File: config.mk
export PLATFORM = sky130hd
export DESIGN_NAME = epoch_seconds_to_calendar_flat
export DESIGN_NICKNAME = d
export VERILOG_FILES = /design/src/design/estc_pkg.sv /design/src/design/estc_if.sv /design/src/design/estc_pipe.sv /design/src/design/epoch_seconds_to_calendar.sv /design/src/flat_wrapper.sv
export SDC_FILE = /design/constraint.sdc
export NUM_CORES = 1
export LEC_CHECK = 0
export BUFFER_PORTS_ARGS = -buffer_cell sky130_fd_sc_hd__buf_2
export CORE_ASPECT_RATIO = 1.25
export CORE_MARGIN = 2
export CORE_UTILIZATION = 29
export CTS_CLUSTER_DIAMETER = 60
export DETAILED_ROUTE_END_ITERATION = 10
export HOLD_SLACK_MARGIN = 0.15
export PLACE_DENSITY = 0.58
export REMOVE_ABC_BUFFERS = 1
export SLEW_MARGIN = 0
export SYNTH_ARGS = -nofsm -noshare
export SYNTH_HDL_FRONTEND = slang
export SYNTH_SLANG_ARGS = --single-unit
File: constraint.sdc
create_clock -name clk -period 3 [get_ports clk]
set_clock_uncertainty 0.2 [all_clocks]
set_input_delay 0.15 -clock clk [delete_from_list [all_inputs] [get_ports clk]]
set_output_delay 0.15 -clock clk [all_outputs]
set_load 0.005 [all_outputs]
File: src/design/estc_pkg.sv
// estc_pkg: shared constants, types and helpers for epoch_seconds_to_calendar
// no dependencies
package estc_pkg;

  localparam int unsigned SecsW    = 32;
  localparam int unsigned DaysW    = 16;  // max day count 49710
  localparam int unsigned EpochYr  = 1970;

  typedef struct packed {
    logic [4:0] century;
    logic [6:0] year_in_century;
    logic [3:0] month;
    logic [4:0] day_of_month;
    logic [4:0] hour;
    logic [5:0] minute;
    logic [5:0] second;
  } cal_t;

  // days before the first of each month, year counted from march 1
  function automatic logic [8:0] month_start(input logic [3:0] mi);
    logic [8:0] v;
    case (mi)
      4'd0:    v = 9'd0;
      4'd1:    v = 9'd31;
      4'd2:    v = 9'd61;
      4'd3:    v = 9'd92;
      4'd4:    v = 9'd122;
      4'd5:    v = 9'd153;
      4'd6:    v = 9'd184;
      4'd7:    v = 9'd214;
      4'd8:    v = 9'd245;
      4'd9:    v = 9'd275;
      4'd10:   v = 9'd306;
      4'd11:   v = 9'd337;
      default: v = 9'd366;
    endcase
    return v;
  endfunction

endpackage

File: src/design/estc_if.sv
// estc_if: valid/ready channel carrying a generic payload
// depends on nothing
interface estc_if #(parameter type payload_t = logic) ();
  logic     valid;
  logic     ready;
  payload_t data;
  modport source (output valid, output data, input ready);
  modport sink   (input valid, input data, output ready);
endinterface

File: src/design/estc_pipe.sv
// estc_pipe: stalling pipeline turning seconds into calendar fields
// depends on estc_pkg
module estc_pipe (
  input  logic                          clk,
  input  logic                          rst_n,
  input  logic                          en,
  input  logic                          in_vld,
  input  logic [estc_pkg::SecsW-1:0]    in_secs,
  output logic                          out_vld,
  output estc_pkg::cal_t                out_cal
);
  import estc_pkg::*;

  // stage 1: secs -> mins
  logic        v1_r;
  logic [26:0] q1_r;
  logic [5:0]  xlo1_r;
  // stage 2: mins -> hours, second
  logic        v2_r;
  logic [20:0] q2_r;
  logic [5:0]  q1lo2_r, sec2_r;
  // stage 3: hours -> days, minute
  logic        v3_r;
  logic [DaysW-1:0] day3_r;
  logic [4:0]  q2lo3_r;
  logic [5:0]  sec3_r, min3_r;
  // stage 4: hour, days since 1968-03-01 with a phantom feb 29 2100
  logic        v4_r;
  logic [DaysW-1:0] dd4_r;
  logic [4:0]  hr4_r;
  logic [5:0]  sec4_r, min4_r;
  // stage 5: 4-year block number
  logic        v5_r;
  logic [DaysW-1:0] dd5_r;
  logic [5:0]  cyc5_r;
  logic [4:0]  hr5_r;
  logic [5:0]  sec5_r, min5_r;
  // stage 6: day within block
  logic        v6_r;
  logic [5:0]  cyc6_r;
  logic [10:0] r6_r;
  logic [4:0]  hr6_r;
  logic [5:0]  sec6_r, min6_r;
  // stage 7: year offset from 1968 (march based), day of year
  logic        v7_r;
  logic [7:0]  yoff7_r;
  logic [8:0]  doy7_r;
  logic [4:0]  hr7_r;
  logic [5:0]  sec7_r, min7_r;
  // stage 8: month, day, calendar year offset
  logic        v8_r;
  logic [7:0]  yoff8_r;
  logic [3:0]  mon8_r;
  logic [4:0]  dom8_r;
  logic [4:0]  hr8_r;
  logic [5:0]  sec8_r, min8_r;

  logic [60:0] p1;
  logic [26:0] q1;
  logic [50:0] p2;
  logic [20:0] q2;
  logic [36:0] p3;
  logic [DaysW-1:0] q3;
  logic [DaysW-1:0] dm;
  logic [DaysW-1:0] dd;
  logic [32:0] p5;
  logic [5:0]  cyc;
  logic [DaysW-1:0] rfull;
  logic [1:0]  yoc;
  logic [8:0]  doy;
  logic [3:0]  mp;
  logic [3:0]  mon;
  logic [8:0]  dstart;
  logic [7:0]  yoff;

  always_comb begin
    // x/60 = (x>>2)/15, reciprocal exact for x < 2^32
    p1 = {31'd0, in_secs[31:2]} * 61'd1145324613;
    q1 = p1[60:34];
    p2 = {26'd0, q1_r[26:2]} * 51'd35791395;
    q2 = p2[49:29];
    // hours/24 = (hours>>3)/3
    p3 = {19'd0, q2_r[20:3]} * 37'd349526;
    q3 = p3[35:20];
    // 1968-03-01 is 671 days before the epoch; 2100 has no feb 29
    dm = day3_r + 16'd671;
    dd = dm + ((dm >= 16'd48212) ? 16'd1 : 16'd0);
    p5 = {17'd0, dd4_r} * 33'd91868;                 // ceil(2^27/1461)
    cyc = p5[32:27];
    rfull = dd5_r - 16'(cyc5_r) * 16'd1461;
  end

  // year inside block: leap day sits at the very end of the block
  always_comb begin
    if (r6_r < 11'd365) begin
      yoc = 2'd0; doy = r6_r[8:0];
    end else if (r6_r < 11'd730) begin
      yoc = 2'd1; doy = 9'(r6_r - 11'd365);
    end else if (r6_r < 11'd1095) begin
      yoc = 2'd2; doy = 9'(r6_r - 11'd730);
    end else begin
      yoc = 2'd3; doy = 9'(r6_r - 11'd1095);
    end
  end

  always_comb begin
    mp = 4'd0;
    for (int k = 1; k < 12; k++) begin
      if (doy7_r >= month_start(4'(k))) mp = 4'(k);
    end
    dstart = month_start(mp);
    // january and february belong to the next calendar year
    mon = (mp >= 4'd10) ? mp - 4'd9 : mp + 4'd3;
    yoff = yoff7_r + ((mp >= 4'd10) ? 8'd1 : 8'd0);
  end

  always_ff @(posedge clk) begin
    if (!rst_n) begin
      v1_r <= 1'b0; v2_r <= 1'b0; v3_r <= 1'b0; v4_r <= 1'b0;
      v5_r <= 1'b0; v6_r <= 1'b0; v7_r <= 1'b0; v8_r <= 1'b0;
    end else if (en) begin
      v1_r <= in_vld; v2_r <= v1_r; v3_r <= v2_r; v4_r <= v3_r;
      v5_r <= v4_r; v6_r <= v5_r; v7_r <= v6_r; v8_r <= v7_r;
    end
  end

  always_ff @(posedge clk) begin
    if (en) begin
      q1_r <= q1; xlo1_r <= in_secs[5:0];
      q2_r <= q2; q1lo2_r <= q1_r[5:0];
      sec2_r <= 6'(xlo1_r - q1_r[5:0] * 6'd60);
      day3_r <= q3; q2lo3_r <= q2_r[4:0];
      min3_r <= 6'(q1lo2_r - q2_r[5:0] * 6'd60);
      sec3_r <= sec2_r;
      dd4_r <= dd;
      hr4_r <= 5'(q2lo3_r - day3_r[4:0] * 5'd24);
      min4_r <= min3_r; sec4_r <= sec3_r;
      dd5_r <= dd4_r; cyc5_r <= cyc;
      hr5_r <= hr4_r; min5_r <= min4_r; sec5_r <= sec4_r;
      cyc6_r <= cyc5_r; r6_r <= rfull[10:0];
      hr6_r <= hr5_r; min6_r <= min5_r; sec6_r <= sec5_r;
      yoff7_r <= {cyc6_r, yoc}; doy7_r <= doy;
      hr7_r <= hr6_r; min7_r <= min6_r; sec7_r <= sec6_r;
      yoff8_r <= yoff; mon8_r <= mon;
      dom8_r <= 5'(doy7_r - dstart + 9'd1);
      hr8_r <= hr7_r; min8_r <= min7_r; sec8_r <= sec7_r;
    end
  end

  assign out_vld = v8_r;
  always_comb begin
    out_cal.century         = (yoff8_r >= 8'd132) ? 5'd21 :
                              (yoff8_r >= 8'd32)  ? 5'd20 : 5'd19;
    out_cal.year_in_century = (yoff8_r >= 8'd132) ? 7'(yoff8_r - 8'd132) :
                              (yoff8_r >= 8'd32)  ? 7'(yoff8_r - 8'd32) :
                                                    7'(yoff8_r + 8'd68);
    out_cal.month           = mon8_r;
    out_cal.day_of_month    = dom8_r;
    out_cal.hour            = hr8_r;
    out_cal.minute          = min8_r;
    out_cal.second          = sec8_r;
  end

`ifndef SYNTHESIS
  a_sec_range: assert property (@(posedge clk) disable iff (!rst_n)
    v2_r |-> sec2_r < 6'd60) else $error("second out of range");
  a_min_range: assert property (@(posedge clk) disable iff (!rst_n)
    v3_r |-> min3_r < 6'd60) else $error("minute out of range");
  a_hr_range: assert property (@(posedge clk) disable iff (!rst_n)
    v4_r |-> hr4_r < 5'd24) else $error("hour out of range");
  a_doy_range: assert property (@(posedge clk) disable iff (!rst_n)
    v7_r |-> doy7_r < 9'd366) else $error("day of year out of range");
  a_stall: assert property (@(posedge clk) disable iff (!rst_n)
    !en |=> $stable(v8_r)) else $error("valid moved during stall");
`endif
endmodule

File: src/design/epoch_seconds_to_calendar.sv
// epoch_seconds_to_calendar: top level, seconds since 1970 to utc calendar fields
// depends on estc_pkg, estc_if and estc_pipe
// Each request passes an eight-stage pipeline (divide by 60, 60 and 24 through reciprocal
// multiplies, shift to days since 1968-03-01 with the 2100 correction, 4-year block split,
// year within block, then a month-table lookup), and a new request may enter every cycle
// unless the result side stalls. The whole pipe holds while the result side stalls, and the
// input is not taken during that time.
module epoch_seconds_to_calendar (
  input  logic clk,
  input  logic rst_n,
  estc_if.sink   in_ch,
  estc_if.source out_ch
);
  import estc_pkg::*;

  logic en;
  logic vld;
  cal_t cal;

  assign en = !out_ch.valid || out_ch.ready;
  assign in_ch.ready = en;

  estc_pipe u_pipe (
    .clk     (clk),
    .rst_n   (rst_n),
    .en      (en),
    .in_vld  (in_ch.valid),
    .in_secs (in_ch.data),
    .out_vld (vld),
    .out_cal (cal)
  );

  assign out_ch.valid = vld;
  assign out_ch.data  = cal;

`ifndef SYNTHESIS
  a_hold: assert property (@(posedge clk) disable iff (!rst_n)
    out_ch.valid && !out_ch.ready |=> out_ch.valid && $stable(out_ch.data))
    else $error("result dropped under stall");
  a_ready: assert property (@(posedge clk) disable iff (!rst_n)
    !out_ch.valid |-> in_ch.ready) else $error("input blocked with empty output");
  a_month: assert property (@(posedge clk) disable iff (!rst_n)
    out_ch.valid |-> out_ch.data.month >= 4'd1 && out_ch.data.month <= 4'd12)
    else $error("month out of range");
`endif
endmodule
File: src/flat_wrapper.sv
// flat-port wrapper written by rule: the top's interface ports become plain ports
module epoch_seconds_to_calendar_flat import estc_pkg::*;
  (clk, rst_n, in_ch_valid, in_ch_data, in_ch_ready, out_ch_valid, out_ch_data, out_ch_ready);
  estc_if in_ch_i ();
  estc_if out_ch_i ();
  input  logic clk;
  input  logic rst_n;
  input wire logic [$bits(in_ch_i.valid)-1:0] in_ch_valid;
  input wire logic [$bits(in_ch_i.data)-1:0] in_ch_data;
  output wire logic [$bits(in_ch_i.ready)-1:0] in_ch_ready;
  output wire logic [$bits(out_ch_i.valid)-1:0] out_ch_valid;
  output wire logic [$bits(out_ch_i.data)-1:0] out_ch_data;
  input wire logic [$bits(out_ch_i.ready)-1:0] out_ch_ready;
  assign in_ch_i.valid = in_ch_valid;
  assign in_ch_i.data = in_ch_data;
  assign in_ch_ready = in_ch_i.ready;
  assign out_ch_valid = out_ch_i.valid;
  assign out_ch_data = out_ch_i.data;
  assign out_ch_i.ready = out_ch_ready;
  epoch_seconds_to_calendar u_core (.clk(clk), .rst_n(rst_n), .in_ch(in_ch_i), .out_ch(out_ch_i));
endmodule
==> flow_summary.toml <==
[outcome]
outcome = "finished clean"

[route]
routed_wl_um = 676
drc = 0
viasPerCell = 4.21
vias = 299
drt-initial-drc-count = 2
antenna_left = 0
post_drt_wl_per_cell_um = 9.52
dr.pass1.iters = 4

[sta]
period_minus_slack_ns = 2.12
rsz0062_at_grt = "false"
worst_slew_pin_slew_ns = 0.316
setup_viol = 0
relSlewSlack_pct = 78.9
drv_slew = 0
fmax_ghz = 0.472
final.period_utilization_pct = 70.6
hold_viol = 0
fin_tns_setup_ns = 0
holdWs_ns = 0.232

[clock_tree]
clock_latency_ns = 0.28
htreeDepth = 1
cts_hold_buf = 7
clk_transition_reported_paths_ns = 0.09
postCtsResizedCells = 0
cts_setup_buffers = 0
cts_sinks = 16
clk_root_buffer_cell = "clkbuf_4"
cts_max_path_buffers = 2
cts_buffers = 3
cts_tree = "done"

[layout]
syn_to_final_growth_pct = 25.6
fill_cells = 183
drive_gt1_share_pct = 21.2
final_nets = 58
num_antenna_cells = 0

[setup_path]
worst_path_max_delay_cell = "dlygate4sd3_1"
critPathMostFrequentCell = "dlygate4sd3_1"
critPathLaunchType = "input port"
worstPathArrival_ns = 2.14
worstPathCellList = "dlygate4sd3_1 -> buf_2 -> nand2_1 -> dlygate4sd3_1 -> mux2i_1 -> dlygate4sd3_1"
critPathCaptureType = "flip-flop"
cp.required_ns = 3.02
max_stage_delay_ns = 0.55
critPathMaxFanout = 9
crit_type = "input port to flip-flop"

[global_route]
grt_pass1_vias = 251
grt_usage_pct = 6.72
gr-total-overflow = 0
grt_pass1_wl_um = 1060
antenna_found_initial = 0
grt_max_degree = 10

[die]
initial_core_util_pct = 30.7
num_io_pins = 8
coreArea_um2 = 1770
fp-row-count = 17
fp.dieArea_um2 = 2230
chipHeight_um = 52.3
die_x_um = 42.7

[yosys]
synthesis.area_um2 = 542
synth_cell_types = 9
avgSynthCellArea_um2 = 15.0
seq_area_frac_synth_pct = 73.9
syn_inst = 36
ys_seq_elements = 16
yosys_warnings = 0

[placed_design]
globalplace.congestion = 0.627
dp_hpwl_um = 437
port_buffers = 7

[pwr]
cellPowerDensity_nw_per_um2 = 533
peakVddDrop_v = 0.000303
cellLeakagePower_nw = 0.251

[min_path]
hold_path.class = "flip-flop to flip-flop"

[run]
cap_violations = 0
==> cell families (layout without fill, tap and decap cells) <==
kind of cell    Yosys count  in the layout  share of synthesized area, %
flops                    16             16                          73.9
simple gates              9              9                          8.08
mux                       7              7                          12.9
buf+inv                   3             19                          3.69
compound gates            1              1                          1.39
==> layout by cell type (no fill, tap or decap) <==
cell / count
dlygate4sd3_1: 7
nand2_1: 8
clkbuf_1: 1
nor2b_4: 1
clkbuf_4: 3
buf_2: 7
mux2i_1: 7
edfxtp_1: 8
dfxtp_1: 8
inv_1: 1
o21a_1: 1
==> Yosys cell counts <==
| cell | number | area [µm²] |
|---|---|---|
| nand2_1 | 8 | 30.0 |
| mux2i_1 | 7 | 70.1 |
| nor2b_4 | 1 | 13.8 |
| buf_6 | 1 | 11.3 |
| inv_1 | 1 | 3.75 |
| o21a_1 | 1 | 7.51 |
| edfxtp_1 | 8 | 240 |
| dfxtp_1 | 8 | 160 |
| clkbuf_2 | 1 | 5.00 |
==> flip-flops by register name (all words and copies together), names as in the netlist <==
register and count:
u_core.u_pipe.sec2_r 1, u_core.u_pipe.out_vld 1, u_core.u_pipe.v1_r 1, u_core.u_pipe.v7_r 1, u_core.u_pipe.sec8_r 1, u_core.u_pipe.sec4_r 1
u_core.u_pipe.sec6_r 1, u_core.u_pipe.xlo1_r 1, u_core.u_pipe.sec7_r 1, u_core.u_pipe.v2_r 1, u_core.u_pipe.v5_r 1, u_core.u_pipe.sec5_r 1
u_core.u_pipe.v3_r 1, u_core.u_pipe.v4_r 1, u_core.u_pipe.v6_r 1, u_core.u_pipe.sec3_r 1
==> final cells by class <==
cell class | count | area [µm²] | share of cell area (%)
well taps | 19 | 23.8 | 3.49
multi-input cells | 17 | 121 | 17.8
clock buffers | 4 | 26.3 | 3.86
repair buffers | 14 | 105 | 15.4
inverters | 1 | 3.75 | 0.551
flip-flops and latches | 16 | 400 | 58.8
==> routing by layer <==
metal  up-vias  part of all wire [%]  global-route usage [%]
met5         -                     0                       0
met4         0                   2.5                    6.25
li1        156                     -                       -
met3         2                   6.7                    2.07
met2         9                    42                    8.59
met1       132                    49                    8.77
==> critical path: cells and delay by family <==
family                 cells  cell delay [ns]
and+or+nand+nor            1             0.06
muxes                      1             0.12
buffers and inverters      4             1.80
==> power by group <==
part	leakage, nW	total, mW	switching [mW]	internal, mW
clock network	0.0150	0.111	0.0592	0.0515
registers	0.150	0.239	0.00195	0.237
logic	0.0859	0.0137	0.00500	0.00866
==> path summary, 6_finish.rpt <==
| check | slack (ns) | end | start | cells after the start |
|---|---|---|---|---|
| min | 0.23 | u_core.u_pipe.sec6_r[0] | u_core.u_pipe.sec5_r[0] | 0 |
| max | 0.88 | u_core.u_pipe.v1_r | rst_n | 6 |
| min reg2reg | 0.23 | u_core.u_pipe.sec6_r[0] | u_core.u_pipe.sec5_r[0] | 0 |
| max reg2reg | 1.35 | u_core.u_pipe.v1_r | u_core.u_pipe.out_vld | 3 |
==> metrics by stage <==
step                power [mW]  util (%)  instance area, µm²  cells  setup WS, ns
floorplan                0.245         -                 526     34          1.70
global placement         0.251      33.1                 584     60          1.64
detailed placement       0.252      33.1                 584     60          1.60
CTS                      0.369      38.6                 681     71         0.881
global route             0.381      38.6                 681     71         0.808
finish                   0.363      38.6                 681     71         0.882
Note: power is estimated with default switching activity, not from simulation.
